===== config.mk =====
export PLATFORM = sky130hd
export DESIGN_NAME = gamepad_input_conditioner_top_flat
export DESIGN_NICKNAME = d
export VERILOG_FILES = /design/src/design/gic_pkg.sv /design/src/design/gic_ifs.sv /design/src/design/gic_sequencer.sv /design/src/design/gic_stick_path.sv /design/src/design/gic_tap_classifier.sv /design/src/design/gamepad_input_conditioner_top.sv /design/src/flat_wrapper.sv
export SDC_FILE = /design/constraint.sdc
export NUM_CORES = 2
export LEC_CHECK = 0
export ABC_AREA = 1
export BUFFER_PORTS_ARGS = -buffer_cell sky130_fd_sc_hd__buf_2
export CELL_PAD_IN_SITES_DETAIL_PLACEMENT = 1
export CELL_PAD_IN_SITES_GLOBAL_PLACEMENT = 1
export CORE_MARGIN = 2
export CORE_UTILIZATION = 49
export DETAILED_ROUTE_END_ITERATION = 10
export GPL_ROUTABILITY_DRIVEN = 0
export PLACE_DENSITY_LB_ADDON = 0.12
export SYNTH_ARGS = -nofsm -noshare
export SYNTH_HDL_FRONTEND = slang
export SYNTH_HIERARCHICAL = 1
export SYNTH_SLANG_ARGS = --single-unit
export TNS_END_PERCENT = 50

===== constraint.sdc =====
create_clock -name clk -period 8 [get_ports clk]
set_input_delay 0.4 -clock clk [delete_from_list [all_inputs] [get_ports clk]]
set_output_delay 0.4 -clock clk [all_outputs]
set_load 0.02 [all_outputs]

===== src/design/gic_pkg.sv =====
// ----------------------------------------------------------------------------
// gic_pkg
// Shared types, constants and the sequencer microprogram for the gamepad
// input conditioner.
// ----------------------------------------------------------------------------
package gic_pkg;

	// Counter width default for the button classifier
	localparam int COUNT_BITS_DEF = 16;

	// Normalized full scale in Q1.14
	localparam int ONE_Q14 = 16384;

	// Quotient bits produced by the shared divider (quotient < ONE_Q14)
	localparam int DIV_STEPS = 14;
	localparam int DIV_CNT_W = $clog2(DIV_STEPS + 1);

	// Configuration register indexes
	localparam int CFG_IDX_W = 3;
	typedef enum logic [CFG_IDX_W-1:0] {
		REG_DEAD_ZONE_SQ  = 3'd0,
		REG_RANGE_X       = 3'd1,
		REG_RANGE_Y       = 3'd2,
		REG_ACT_THRESHOLD = 3'd3,
		REG_TAP_LENGTH    = 3'd4,
		REG_DTAP_LENGTH   = 3'd5,
		REG_DPAD_ENABLE   = 3'd6,
		REG_STICK_ENABLE  = 3'd7
	} cfg_reg_t;

	// Register file contents
	typedef struct packed {
		logic [31:0] dead_zone_sq;
		logic [14:0] range_x;
		logic [14:0] range_y;
		logic [14:0] activation_threshold;
		logic [15:0] tap_length;
		logic [15:0] double_tap_length;
		logic        dpad_enable;
		logic        stick_enable;
	} cfg_t;

	localparam cfg_t CFG_RESET = '{
		dead_zone_sq:         32'd0,
		range_x:              15'd25600,
		range_y:              15'd25600,
		activation_threshold: 15'd8192,
		tap_length:           16'd10,
		double_tap_length:    16'd10,
		dpad_enable:          1'b1,
		stick_enable:         1'b1
	};

	// Button A event codes
	typedef enum logic [2:0] {
		EV_NONE     = 3'd0,
		EV_PRESSED  = 3'd1,
		EV_TAP      = 3'd2,
		EV_DOUBLE   = 3'd3,
		EV_RELEASED = 3'd4
	} event_t;

	// Datapath operations
	typedef enum logic [3:0] {
		OP_NONE  = 4'd0,
		OP_LOAD  = 4'd1,
		OP_SQX   = 4'd2,
		OP_SQY   = 4'd3,
		OP_DZ    = 4'd4,
		OP_SETX  = 4'd5,
		OP_SETY  = 4'd6,
		OP_DIV   = 4'd7,
		OP_STX   = 4'd8,
		OP_STY   = 4'd9,
		OP_FIN   = 4'd10
	} op_t;

	// Sequencer jump kinds
	typedef enum logic [1:0] {
		J_NEXT = 2'd0,  // advance
		J_IN   = 2'd1,  // hold until a request is taken, then advance
		J_DIV  = 2'd2,  // go to target until the last divide step, then advance
		J_OUT  = 2'd3   // hold while the result register is blocked, else target
	} jmp_t;

	localparam int STEP_W = 4;
	typedef logic [STEP_W-1:0] step_t;

	typedef struct packed {
		op_t   op;
		jmp_t  jmp;
		step_t target;
	} ctl_t;

	// Program step addresses
	localparam step_t S_IDLE = 4'd0;
	localparam step_t S_SQX  = 4'd1;
	localparam step_t S_SQY  = 4'd2;
	localparam step_t S_DZ   = 4'd3;
	localparam step_t S_SETX = 4'd4;
	localparam step_t S_DIVX = 4'd5;
	localparam step_t S_STX  = 4'd6;
	localparam step_t S_SETY = 4'd7;
	localparam step_t S_DIVY = 4'd8;
	localparam step_t S_STY  = 4'd9;
	localparam step_t S_FIN  = 4'd10;

	// Microprogram ROM
	function automatic ctl_t ucode_rom(input step_t step);
		ctl_t w;
		w = '{op: OP_NONE, jmp: J_NEXT, target: S_IDLE};
		unique case (step)
			S_IDLE:  w = '{op: OP_LOAD, jmp: J_IN,   target: S_IDLE};
			S_SQX:   w = '{op: OP_SQX,  jmp: J_NEXT, target: S_IDLE};
			S_SQY:   w = '{op: OP_SQY,  jmp: J_NEXT, target: S_IDLE};
			S_DZ:    w = '{op: OP_DZ,   jmp: J_NEXT, target: S_IDLE};
			S_SETX:  w = '{op: OP_SETX, jmp: J_NEXT, target: S_IDLE};
			S_DIVX:  w = '{op: OP_DIV,  jmp: J_DIV,  target: S_DIVX};
			S_STX:   w = '{op: OP_STX,  jmp: J_NEXT, target: S_IDLE};
			S_SETY:  w = '{op: OP_SETY, jmp: J_NEXT, target: S_IDLE};
			S_DIVY:  w = '{op: OP_DIV,  jmp: J_DIV,  target: S_DIVY};
			S_STY:   w = '{op: OP_STY,  jmp: J_NEXT, target: S_IDLE};
			S_FIN:   w = '{op: OP_FIN,  jmp: J_OUT,  target: S_IDLE};
			default: w = '{op: OP_NONE, jmp: J_NEXT, target: S_IDLE};
		endcase
		return w;
	endfunction

endpackage


===== src/design/gic_ifs.sv =====
// ----------------------------------------------------------------------------
// gic_ifs
// Handshake channels of the gamepad input conditioner: configuration
// writes, poll samples and conditioned results.
// ----------------------------------------------------------------------------
interface gic_cfg_if import gic_pkg::*; ();
	logic                 valid;
	logic                 ready;
	logic [CFG_IDX_W-1:0] index;
	logic [31:0]          data;

	modport source (output valid, index, data, input ready);
	modport sink   (input valid, index, data, output ready);
endinterface

interface gic_sample_if;
	logic               valid;
	logic               ready;
	logic signed [15:0] axis_x;
	logic signed [15:0] axis_y;
	logic signed [15:0] hat_x;
	logic signed [15:0] hat_y;
	logic [7:0]         button_bits;

	modport source (output valid, axis_x, axis_y, hat_x, hat_y, button_bits,
		input ready);
	modport sink   (input valid, axis_x, axis_y, hat_x, hat_y, button_bits,
		output ready);
endinterface

interface gic_result_if;
	logic               valid;
	logic               ready;
	logic signed [15:0] stick_x_norm;
	logic signed [15:0] stick_y_norm;
	logic [7:0]         direction_mask;
	logic [7:0]         button_mask;
	logic [2:0]         event_code;
	logic [15:0]        hold_length;
	logic [15:0]        last_press_length;
	logic               dir_up;
	logic               dir_down;
	logic               dir_left;
	logic               dir_right;
	logic               fire_any;

	modport source (output valid, stick_x_norm, stick_y_norm, direction_mask,
		button_mask, event_code, hold_length, last_press_length, dir_up,
		dir_down, dir_left, dir_right, fire_any, input ready);
	modport sink   (input valid, stick_x_norm, stick_y_norm, direction_mask,
		button_mask, event_code, hold_length, last_press_length, dir_up,
		dir_down, dir_left, dir_right, fire_any, output ready);
endinterface


===== src/design/gic_sequencer.sv =====
// ----------------------------------------------------------------------------
// gic_sequencer
// Step counter and microprogram fetch; resolves conditional jumps.
// ----------------------------------------------------------------------------
module gic_sequencer import gic_pkg::*; (
	input  logic clk,
	input  logic arst_n,
	input  logic in_fire,
	input  logic div_last,
	input  logic out_blocked,
	output ctl_t ctl
);

	step_t step_q;
	step_t step_d;

	// Fetch the control word of the current step
	assign ctl = ucode_rom(step_q);

	// Resolve the next step
	always_comb begin
		unique case (ctl.jmp)
			J_NEXT: step_d = step_q + step_t'(1);
			J_IN:   step_d = in_fire ? step_q + step_t'(1) : step_q;
			J_DIV:  step_d = div_last ? step_q + step_t'(1) : ctl.target;
			J_OUT:  step_d = out_blocked ? step_q : ctl.target;
			default: step_d = S_IDLE;
		endcase
	end

	always_ff @(posedge clk or negedge arst_n) begin
		if (!arst_n) begin
			step_q <= S_IDLE;
		end else begin
			step_q <= step_d;
		end
	end

endmodule


===== src/design/gic_stick_path.sv =====
// ----------------------------------------------------------------------------
// gic_stick_path
// Stick datapath: sample registers, squared magnitude, dead zone, shared
// restoring divider for normalization, and direction mask.
// ----------------------------------------------------------------------------
module gic_stick_path import gic_pkg::*; (
	input  logic               clk,
	input  ctl_t               ctl,
	input  logic               in_fire,
	input  cfg_t               cfg,
	input  logic signed [15:0] axis_x,
	input  logic signed [15:0] axis_y,
	input  logic signed [15:0] hat_x,
	input  logic signed [15:0] hat_y,
	input  logic [7:0]         button_bits,
	output logic               div_last,
	output logic signed [15:0] nx,
	output logic signed [15:0] ny,
	output logic [7:0]         dmask,
	output logic [7:0]         buttons
);

	logic signed [15:0] ax_q, ay_q;
	logic [3:0]         hat_q;
	logic [7:0]         btn_q;
	logic [31:0]        sq_q;
	logic [31:0]        mag_q;
	logic [14:0]        r_q;
	logic [14:0]        rem_q;
	logic [DIV_STEPS-1:0] quo_q;
	logic [DIV_CNT_W-1:0] cnt_q;
	logic               neg_q;
	logic               sat_q;
	logic signed [15:0] nx_q, ny_q;

	logic [14:0]        rx_eff, ry_eff, r_sel;
	logic signed [15:0] v_sel;
	logic signed [16:0] v17, r17, vc;
	logic [16:0]        m;
	logic               sat_d;
	logic [15:0]        t;
	logic               ge;
	logic [14:0]        qmag;
	logic signed [15:0] qs, qres;
	logic signed [16:0] thr17, nx17, ny17;
	logic signed [31:0] sqx, sqy;

	// A range written as zero acts as one
	assign rx_eff = (cfg.range_x == '0) ? 15'd1 : cfg.range_x;
	assign ry_eff = (cfg.range_y == '0) ? 15'd1 : cfg.range_y;

	// Squares of the axes
	assign sqx = ax_q * ax_q;
	assign sqy = ay_q * ay_q;

	// Cap the selected axis above at its range, split into sign and magnitude
	always_comb begin
		v_sel = (ctl.op == OP_SETY) ? ay_q : ax_q;
		r_sel = (ctl.op == OP_SETY) ? ry_eff : rx_eff;
		v17   = 17'(v_sel);
		r17   = signed'({2'b00, r_sel});
		vc    = (v17 > r17) ? r17 : v17;
		m     = vc[16] ? 17'(-vc) : 17'(vc);
		sat_d = m >= {2'b00, r_sel};
	end

	// One restoring divide step
	assign t  = {rem_q, 1'b0};
	assign ge = t >= {1'b0, r_q};
	assign div_last = (cnt_q == DIV_CNT_W'(1));

	// Signed quotient, pinned at full scale when the magnitude reaches range
	always_comb begin
		qmag = sat_q ? 15'(ONE_Q14) : {1'b0, quo_q};
		qs   = signed'({1'b0, qmag});
		qres = neg_q ? -qs : qs;
	end

	// Datapath registers driven by the control word
	always_ff @(posedge clk) begin
		unique case (ctl.op)
			OP_LOAD: begin
				if (in_fire) begin
					ax_q  <= axis_x;
					ay_q  <= axis_y;
					hat_q <= {hat_y > 0, hat_y < 0, hat_x > 0, hat_x < 0};
					btn_q <= button_bits;
				end
			end
			OP_SQX: begin
				sq_q <= 32'(sqx);
			end
			OP_SQY: begin
				mag_q <= sq_q + 32'(sqy);
			end
			OP_DZ: begin
				if (mag_q <= cfg.dead_zone_sq) begin
					ax_q <= '0;
					ay_q <= '0;
				end
			end
			OP_SETX, OP_SETY: begin
				r_q   <= r_sel;
				rem_q <= sat_d ? '0 : m[14:0];
				quo_q <= '0;
				cnt_q <= DIV_CNT_W'(DIV_STEPS);
				neg_q <= vc[16];
				sat_q <= sat_d;
			end
			OP_DIV: begin
				rem_q <= ge ? 15'(t - {1'b0, r_q}) : t[14:0];
				quo_q <= {quo_q[DIV_STEPS-2:0], ge};
				cnt_q <= cnt_q - DIV_CNT_W'(1);
			end
			OP_STX: begin
				nx_q <= qres;
			end
			OP_STY: begin
				ny_q <= qres;
			end
			OP_NONE, OP_FIN: begin
			end
			default: begin
			end
		endcase
	end

	// Direction mask from hat signs and thresholded stick levels
	always_comb begin
		thr17 = signed'({2'b00, cfg.activation_threshold});
		nx17  = 17'(nx_q);
		ny17  = 17'(ny_q);
		dmask = {nx17 > thr17, nx17 < -thr17, ny17 > thr17, ny17 < -thr17, hat_q};
	end

	assign nx      = nx_q;
	assign ny      = ny_q;
	assign buttons = btn_q;

endmodule


===== src/design/gic_tap_classifier.sv =====
// ----------------------------------------------------------------------------
// gic_tap_classifier
// Press, hold, tap and double-tap classifier on button A with saturating
// tick counters.
// ----------------------------------------------------------------------------
module gic_tap_classifier import gic_pkg::*; #(
	parameter int COUNT_BITS = COUNT_BITS_DEF
) (
	input  logic        clk,
	input  logic        arst_n,
	input  logic        step,
	input  logic        a,
	input  cfg_t        cfg,
	output event_t      ev,
	output logic [15:0] hold_length,
	output logic [15:0] last_press_length
);

	localparam logic [COUNT_BITS-1:0] CMAX = '1;

	logic                  prev_q, pend_q;
	logic [COUNT_BITS-1:0] press_q, wait_q, held_q, last_q;
	logic                  pend_d;
	logic [COUNT_BITS-1:0] press_d, wait_d, held_d, last_d, wait_inc, press_inc;

	assign wait_inc  = (wait_q == CMAX) ? CMAX : wait_q + 1'b1;
	assign press_inc = (press_q == CMAX) ? CMAX : press_q + 1'b1;

	// Age a pending tap first, else look at the edges of A
	always_comb begin
		pend_d  = pend_q;
		press_d = press_q;
		wait_d  = wait_q;
		held_d  = held_q;
		last_d  = last_q;
		ev      = EV_NONE;
		if (pend_q) begin
			wait_d = wait_inc;
		end
		if (pend_q && 32'(wait_inc) > 32'(cfg.double_tap_length)) begin
			pend_d = 1'b0;
			wait_d = '0;
			ev     = EV_TAP;
		end else if (a && !prev_q) begin
			press_d = '0;
			ev      = EV_PRESSED;
		end else if (a && prev_q) begin
			held_d  = press_q;
			press_d = press_inc;
		end else if (!a && prev_q) begin
			last_d = press_q;
			held_d = '0;
			if (32'(press_q) < 32'(cfg.tap_length)) begin
				if (pend_q) begin
					pend_d = 1'b0;
					wait_d = '0;
					ev     = EV_DOUBLE;
				end else begin
					pend_d = 1'b1;
				end
			end else begin
				ev = EV_RELEASED;
			end
		end
	end

	assign hold_length       = 16'(held_d);
	assign last_press_length = 16'(last_d);

	// Commit the classifier state once per poll
	always_ff @(posedge clk or negedge arst_n) begin
		if (!arst_n) begin
			prev_q  <= 1'b0;
			pend_q  <= 1'b0;
			press_q <= '0;
			wait_q  <= '0;
			held_q  <= '0;
			last_q  <= '0;
		end else if (step) begin
			prev_q  <= a;
			pend_q  <= pend_d;
			press_q <= press_d;
			wait_q  <= wait_d;
			held_q  <= held_d;
			last_q  <= last_d;
		end
	end

endmodule


===== src/design/gamepad_input_conditioner_top.sv =====
// ----------------------------------------------------------------------------
// gamepad_input_conditioner_top
// Conditions one gamepad poll per request: stick dead zone and
// normalization, direction and button flags, and button A events.
//
//   channel  direction  accepted when            carries
//   cfg      in         cfg.valid & cfg.ready    index, data
//   sample   in         sample.valid & ready     stick, hat, buttons
//   result   out        result.valid & ready     normalized stick, flags, event
//
// A request occupies the block until its result is registered; the result turns
// valid and the sample side is ready again in the same cycle, so no new request
// is taken while one is in progress. The microprogram runs two 14-step passes
// through the one shared restoring divider plus nine single steps. A finished
// result waits in the output register while the next request is taken; the
// sequencer only holds at its last step while that register is full and unread.
// Reset restores the configuration, sequencer, output valid and classifier.
// ----------------------------------------------------------------------------
module gamepad_input_conditioner_top import gic_pkg::*; #(
	parameter int COUNT_BITS = COUNT_BITS_DEF
) (
	input logic         clk,
	input logic         arst_n,
	gic_cfg_if.sink     cfg,
	gic_sample_if.sink  sample,
	gic_result_if.source result
);

	cfg_t   cfg_q;
	ctl_t   ctl;
	logic   in_fire;
	logic   div_last;
	logic   out_valid_q;
	logic   out_blocked;
	logic   fin_fire;
	logic signed [15:0] nx, ny;
	logic [7:0]  dmask, buttons;
	event_t      ev;
	logic [15:0] hold_len, last_len;
	logic        up_d, down_d, left_d, right_d;

	// Configuration writes are always taken
	assign cfg.ready = 1'b1;

	always_ff @(posedge clk or negedge arst_n) begin
		if (!arst_n) begin
			cfg_q <= CFG_RESET;
		end else if (cfg.valid) begin
			unique case (cfg_reg_t'(cfg.index))
				REG_DEAD_ZONE_SQ:  cfg_q.dead_zone_sq         <= cfg.data;
				REG_RANGE_X:       cfg_q.range_x              <= cfg.data[14:0];
				REG_RANGE_Y:       cfg_q.range_y              <= cfg.data[14:0];
				REG_ACT_THRESHOLD: cfg_q.activation_threshold <= cfg.data[14:0];
				REG_TAP_LENGTH:    cfg_q.tap_length           <= cfg.data[15:0];
				REG_DTAP_LENGTH:   cfg_q.double_tap_length    <= cfg.data[15:0];
				REG_DPAD_ENABLE:   cfg_q.dpad_enable          <= cfg.data[0];
				REG_STICK_ENABLE:  cfg_q.stick_enable         <= cfg.data[0];
				default: begin
				end
			endcase
		end
	end

	// Handshake controls
	assign sample.ready = (ctl.op == OP_LOAD);
	assign in_fire      = sample.valid && sample.ready;
	assign out_blocked  = out_valid_q && !result.ready;
	assign fin_fire     = (ctl.op == OP_FIN) && !out_blocked;

	gic_sequencer u_seq (
		.clk         (clk),
		.arst_n      (arst_n),
		.in_fire     (in_fire),
		.div_last    (div_last),
		.out_blocked (out_blocked),
		.ctl         (ctl)
	);

	gic_stick_path u_stick (
		.clk         (clk),
		.ctl         (ctl),
		.in_fire     (in_fire),
		.cfg         (cfg_q),
		.axis_x      (sample.axis_x),
		.axis_y      (sample.axis_y),
		.hat_x       (sample.hat_x),
		.hat_y       (sample.hat_y),
		.button_bits (sample.button_bits),
		.div_last    (div_last),
		.nx          (nx),
		.ny          (ny),
		.dmask       (dmask),
		.buttons     (buttons)
	);

	gic_tap_classifier #(
		.COUNT_BITS (COUNT_BITS)
	) u_tap (
		.clk               (clk),
		.arst_n            (arst_n),
		.step              (fin_fire),
		.a                 (buttons[0]),
		.cfg               (cfg_q),
		.ev                (ev),
		.hold_length       (hold_len),
		.last_press_length (last_len)
	);

	// Gate the direction mask into the four flags
	assign up_d    = (cfg_q.dpad_enable && dmask[2]) || (cfg_q.stick_enable && dmask[4]);
	assign down_d  = (cfg_q.dpad_enable && dmask[3]) || (cfg_q.stick_enable && dmask[5]);
	assign left_d  = (cfg_q.dpad_enable && dmask[0]) || (cfg_q.stick_enable && dmask[6]);
	assign right_d = (cfg_q.dpad_enable && dmask[1]) || (cfg_q.stick_enable && dmask[7]);

	// Output register valid
	always_ff @(posedge clk or negedge arst_n) begin
		if (!arst_n) begin
			out_valid_q <= 1'b0;
		end else if (fin_fire) begin
			out_valid_q <= 1'b1;
		end else if (result.ready) begin
			out_valid_q <= 1'b0;
		end
	end

	// Output register payload
	always_ff @(posedge clk) begin
		if (fin_fire) begin
			result.stick_x_norm      <= nx;
			result.stick_y_norm      <= ny;
			result.direction_mask    <= dmask;
			result.button_mask       <= buttons;
			result.event_code        <= ev;
			result.hold_length       <= hold_len;
			result.last_press_length <= last_len;
			result.dir_up            <= up_d;
			result.dir_down          <= down_d;
			result.dir_left          <= left_d;
			result.dir_right         <= right_d;
			result.fire_any          <= |{buttons[7], buttons[3:0]};
		end
	end

	assign result.valid = out_valid_q;

endmodule


===== src/flat_wrapper.sv =====
// flat-port wrapper written by rule: the top's interface ports become plain ports
module gamepad_input_conditioner_top_flat import gic_pkg::*;
#(
	parameter int COUNT_BITS = COUNT_BITS_DEF
)
  (clk, arst_n, cfg_valid, cfg_index, cfg_data, cfg_ready, sample_valid, sample_axis_x, sample_axis_y, sample_hat_x, sample_hat_y, sample_button_bits, sample_ready, result_valid, result_stick_x_norm, result_stick_y_norm, result_direction_mask, result_button_mask, result_event_code, result_hold_length, result_last_press_length, result_dir_up, result_dir_down, result_dir_left, result_dir_right, result_fire_any, result_ready);
  gic_cfg_if cfg_i ();
  gic_sample_if sample_i ();
  gic_result_if result_i ();
  input logic clk;
  input logic arst_n;
  input wire logic [$bits(cfg_i.valid)-1:0] cfg_valid;
  input wire logic [$bits(cfg_i.index)-1:0] cfg_index;
  input wire logic [$bits(cfg_i.data)-1:0] cfg_data;
  output wire logic [$bits(cfg_i.ready)-1:0] cfg_ready;
  input wire logic [$bits(sample_i.valid)-1:0] sample_valid;
  input wire logic [$bits(sample_i.axis_x)-1:0] sample_axis_x;
  input wire logic [$bits(sample_i.axis_y)-1:0] sample_axis_y;
  input wire logic [$bits(sample_i.hat_x)-1:0] sample_hat_x;
  input wire logic [$bits(sample_i.hat_y)-1:0] sample_hat_y;
  input wire logic [$bits(sample_i.button_bits)-1:0] sample_button_bits;
  output wire logic [$bits(sample_i.ready)-1:0] sample_ready;
  output wire logic [$bits(result_i.valid)-1:0] result_valid;
  output wire logic [$bits(result_i.stick_x_norm)-1:0] result_stick_x_norm;
  output wire logic [$bits(result_i.stick_y_norm)-1:0] result_stick_y_norm;
  output wire logic [$bits(result_i.direction_mask)-1:0] result_direction_mask;
  output wire logic [$bits(result_i.button_mask)-1:0] result_button_mask;
  output wire logic [$bits(result_i.event_code)-1:0] result_event_code;
  output wire logic [$bits(result_i.hold_length)-1:0] result_hold_length;
  output wire logic [$bits(result_i.last_press_length)-1:0] result_last_press_length;
  output wire logic [$bits(result_i.dir_up)-1:0] result_dir_up;
  output wire logic [$bits(result_i.dir_down)-1:0] result_dir_down;
  output wire logic [$bits(result_i.dir_left)-1:0] result_dir_left;
  output wire logic [$bits(result_i.dir_right)-1:0] result_dir_right;
  output wire logic [$bits(result_i.fire_any)-1:0] result_fire_any;
  input wire logic [$bits(result_i.ready)-1:0] result_ready;
  assign cfg_i.valid = cfg_valid;
  assign cfg_i.index = cfg_index;
  assign cfg_i.data = cfg_data;
  assign cfg_ready = cfg_i.ready;
  assign sample_i.valid = sample_valid;
  assign sample_i.axis_x = sample_axis_x;
  assign sample_i.axis_y = sample_axis_y;
  assign sample_i.hat_x = sample_hat_x;
  assign sample_i.hat_y = sample_hat_y;
  assign sample_i.button_bits = sample_button_bits;
  assign sample_ready = sample_i.ready;
  assign result_valid = result_i.valid;
  assign result_stick_x_norm = result_i.stick_x_norm;
  assign result_stick_y_norm = result_i.stick_y_norm;
  assign result_direction_mask = result_i.direction_mask;
  assign result_button_mask = result_i.button_mask;
  assign result_event_code = result_i.event_code;
  assign result_hold_length = result_i.hold_length;
  assign result_last_press_length = result_i.last_press_length;
  assign result_dir_up = result_i.dir_up;
  assign result_dir_down = result_i.dir_down;
  assign result_dir_left = result_i.dir_left;
  assign result_dir_right = result_i.dir_right;
  assign result_fire_any = result_i.fire_any;
  assign result_i.ready = result_ready;
  gamepad_input_conditioner_top #(.COUNT_BITS(COUNT_BITS)) u_core (.clk(clk), .arst_n(arst_n), .cfg(cfg_i), .sample(sample_i), .result(result_i));
endmodule

# ---- Word-level counts from Yosys, hierarchy flattened
# Memories as Yosys holds them, arrays and structs flattened.
# Index checks and enable logic that the tools add are counted.
# W data, S select, Z words.
dict set report totals {
  regBits 460
  mem_bits_ro 144
  input_bits 112
  word_cells 203
  memories 1
}
dict set report classes {
  n_addsub 9
  n_mul 2
  order_cmp 14
  eq_ne 29
  mux 54
  n_bitwise 2
  reduce_logical 49
}
# name words width rd rd_ports_with_merged_regs wr line_no
set mem_list {}
lappend mem_list {{(no name shown)} 16 9 1 0 0 gic_pkg.sv:112} ;# unique case (step)
# cell count
set op_table {}
lappend op_table {{$mux W16} 24}
lappend op_table {{$mux W15} 6}
lappend op_table {{$gt A16 B16 Y1} 4}
lappend op_table {{$mul A16 B16 Y32} 2}
lappend op_table {{$pmux W16 S2} 2}
lappend op_table {{$lt A16 B17 Y1} 2}
lappend op_table {{$mux W17} 2}
lappend op_table {{$add A16 B1 Y16 const B} 2}
lappend op_table {{$add A32 B32 Y32} 1}
lappend op_table {{$eq A16 B16 Y1 const B} 2}
lappend op_table {{$gt A16 B1 Y1 const B} 2}
lappend op_table {{$le A32 B32 Y1} 1}
lappend op_table {{$lt A16 B1 Y1 const B} 2}
lappend op_table {{$logic_not A15 Y1} 2}
lappend op_table {{$pmux W15 S2} 1}
lappend op_table {{$pmux W14 S2} 1}
lappend op_table {{$reduce_and A2 Y1} 10}
lappend op_table {{$ge A17 B15 Y1} 1}
lappend op_table {{$neg A15 Y17} 1}
lappend op_table {{$neg A17 Y17} 1}
lappend op_table {{$eq A4 B3 Y1 const B} 4}
lappend op_table {{$ge A16 B15 Y1} 1}
lappend op_table {{$lt A16 B16 Y1} 1}
lappend op_table {{$neg A15 Y16} 1}
lappend op_table {{30 further kinds} 83}

# ---- Logic depth before layout (Yosys ltp)
dict set report logic_depth {
  word_depth 10
  mapped_depth 51
  mapped_depth_nobuf 47
}

# ---- Modules after synthesis
# The synthesis kept the hierarchy.
# module n_inst cells_per_inst area_each_um2
set modules_own_cells {}
lappend modules_own_cells {gic_stick_path 1 3495 31018.5}
lappend modules_own_cells {gamepad_input_conditioner_top 1 603 7184.4}
lappend modules_own_cells {gic_tap_classifier 1 832 5310.1}
lappend modules_own_cells {gic_sequencer 1 86 530.5}

# ---- Worst setup path before layout
# Ideal clock, no wire load.
dict set report synth_path {
  path_kind {register to register}
  start {register u_core.u_seq.step_q[0]}
  end {register u_core.u_tap.press_q[10]}
  setup_time_ns 0.065
  t_arrival_ns 6.796
  setup_slack_ns 1.139
  path_stages_with_launch 13
  synth_period_minus_slack_ns 6.861
  cell_sequence {dfrtp_1 buf_6 inv_1 ha_1 nand2_1 o22ai_1 nand3_1 nor2_1 inv_1 a21oi_4 buf_4 nand3_1 nand2_1}
}
# element line_no
set synth_rtl {}
lappend synth_rtl {{start, declared} gic_sequencer.sv:14} ;# step_t step_q;
lappend synth_rtl {{start signal, assigned} gic_sequencer.sv:35} ;# step_q <= step_d;
lappend synth_rtl {{end signal, assigned} gic_tap_classifier.sv:82} ;# press_q <= press_d;
lappend synth_rtl {{end, declared} gic_tap_classifier.sv:22} ;# logic [COUNT_BITS-1:0] press_q, wait_q, held_q, last_q;

==> impl_metrics.tcl <==
set metrics [dict create \
    status "complete, no violations" \
    die_w_microns 303.7 \
    min_period_ps 6990 \
    crit_start "u_core/u_seq/step_q[0]" \
    fin_worst_skew_ps 40.08 \
    multi_input_area_sq_mm 0.02634 \
    path_buf_inv 6 \
    ctsHtreeMaxLevel 2 \
    cts_setup_buffers 0 \
    syn-num-nets 6009 \
    grt_pass1_vias 37640 \
    avgSynthCellArea_sq_um 8.782 \
    core_area_sq_mm 0.08865 \
    critPathMaxFanout 35 \
    num_rows 109 \
    cts_tree "yes" \
    grt_max_degree 131 \
    antenna_found_initial 2 \
    detail_route.iter0.violations 1936 \
    clk_path_buf_depth 3 \
    drv_slew 0 \
    startpoint_type "register" \
    cpLargestDelayFamily "simple AND/OR/NAND/NOR gates" \
    firstDrtPassIters 5 \
    via_per_inst 5.297 \
    fin_ws_ps 1010 \
    ctsHoldBuffers 25 \
    pin_count 203 \
    post-route-period-util_pct 87.37 \
    drive_gt1_share_pct 8.392 \
    worst_pin_slew_ps 1118 \
    dp_slack_ps 1039 \
    worstSkewPairLatency_ps 660 \
    hold_violations 0 \
    r2r-end "u_core/u_stick/rem_q[0]" \
    cts_root_buf "clkbuf_16" \
    die_area_sq_mm 0.09226 \
    hp-class "input port to register" \
    die_h_microns 303.7 \
    yosys_warnings 6 \
    rsz0062_at_grt "false" \
    endpoint "u_core/u_stick/rem_q[0]" \
    crit_type "register to register" \
    vias 33830 \
    grt_pass1_wl_microns 205000 \
    crit_top_cell "nand2_1" \
    cts_inserted_buffers 54 \
    post-route-drc-count 0 \
    crit_cells 40 \
    crit_path_top_delay_cell "o21ai_0" \
    cts_sinks 459 \
    dp.final_hpwl_microns 100800 \
    wl_per_cell_microns 20.09 \
    setup_viol 0 \
    grt-ovfl-total 0 \
    cp-end-kind "register" \
    synth_area_sq_mm 0.04402 \
    max-slew-margin-rel_pct 25.48 \
    track_usage_pct 28.29 \
    ctsResizeCount 0 \
    arrival_ps 7520 \
    r2r_cells 40 \
    ant_nets 0 \
    max_freq_mhz 143.1 \
    port_buffers 201 \
    routed_wl_microns 128300 \
    r2r_start "u_core/u_seq/step_q[0]" \
    syn_to_final_growth_pct 9.814 \
    ff_latch_area_sq_mm 0.01289 \
    cp.required_ps 8530 \
    fill_cells 10480 \
    drv_cap 0 \
    clk_pin_slew_ps 60 \
    tns_ps 0 \
    syn-instance-count 5013 \
    start_util_pct 49.66 \
    timing.reg2reg.setup_slack_ps 1010 \
    fin_nets 6169 \
    critPathMaxStageDelay_ps 510 \
]
area by class of cell:
cell class	instances	share of cell area (%)
inverters	1101	8.559
multi-input cells	3297	54.49
clock inverters	32	1.009
flip-flops and latches	459	26.66
well taps	1165	3.015
repair buffers	260	3.170
clock buffers	70	3.090
diodes	2	0.01035
worst min path at each step:
stage / slack (ps) / from / endpoint / cells after the start
5_1_grt: 40 / cfg_data[25] / u_core/cfg_q[104] / 3
2_1_floorplan: 100 / arst_n / u_core/cfg_q[100] / 0
3_5_place_dp: 410 / u_core/u_stick/buttons[5] / u_core/result.button_mask[5] / 0
6_report: 50 / cfg_data[27] / u_core/cfg_q[106] / 3
4_1_cts: 0.5 / cfg_data[25] / u_core/cfg_q[104] / 3
3_3_place_gp: 400 / u_core/u_stick/buttons[4] / u_core/result.button_mask[4] / 0
cell usage in the layout, fill, tap and decap left out, types with 38 or more instances in the layout:
master / n
inv_1: 1084
xnor2_1: 59
nor3_1: 38
o21ai_0: 141
edfxtp_1: 277
clkbuf_16: 56
buf_2: 200
ha_1: 374
dfrtp_1: 169
a21oi_1: 163
fa_1: 510
nor2_1: 201
xor2_1: 83
nand3_1: 267
nand2_1: 1206
sequential cells by signal (all words and copies together), names as in the netlist, 14 cells and up:
signal,cells
u_core/cfg_q,111
u_core/u_stick/mag_q,32
u_core/u_stick/sq_q,31
u_core/result.hold_length,16
u_core/result.last_press_length,16
u_core/result.stick_x_norm,16
u_core/result.stick_y_norm,16
u_core/u_stick/ax_q,16
u_core/u_stick/ay_q,16
u_core/u_stick/nx,16
u_core/u_stick/ny,16
u_core/u_tap/held_q,16
u_core/u_tap/last_q,16
u_core/u_tap/press_q,16
u_core/u_tap/wait_q,16
u_core/u_stick/r_q,15
u_core/u_stick/rem_q,15
u_core/u_stick/quo_q,14
layer usage:
metal / global-route usage, % / routed length (microns) / vias to the layer above
met4: 10.25 / 4656 / 2
met1: 35.11 / 52880 / 17100
li1: - / - / 15780
met5: 0 / 18 / -
met3: 3.401 / 5127 / 219
met2: 50.69 / 65590 / 723
per-stage QoR:
step           std cells  area, sq um  hold slack (ps)  utilization, %
2_1_floorplan       5013        44020            104.4               -
3_3_place_gp        6257        46110            402.2           52.01
3_5_place_dp        6257        46110            405.5           52.01
4_1_cts             6384        48340           0.5028           54.53
5_1_grt             6384        48340            35.35           54.53
6_report            6386        48350            47.95           54.54
tightest hold or removal path, cell delays in order:
cell and delay [ps]:
buf_2 80, nand3_1 90, nand2_1 80
Power is left out: the tool's default activity adds up to more than one toggle a clock period on the data nets, which glitch-free logic cannot reach.
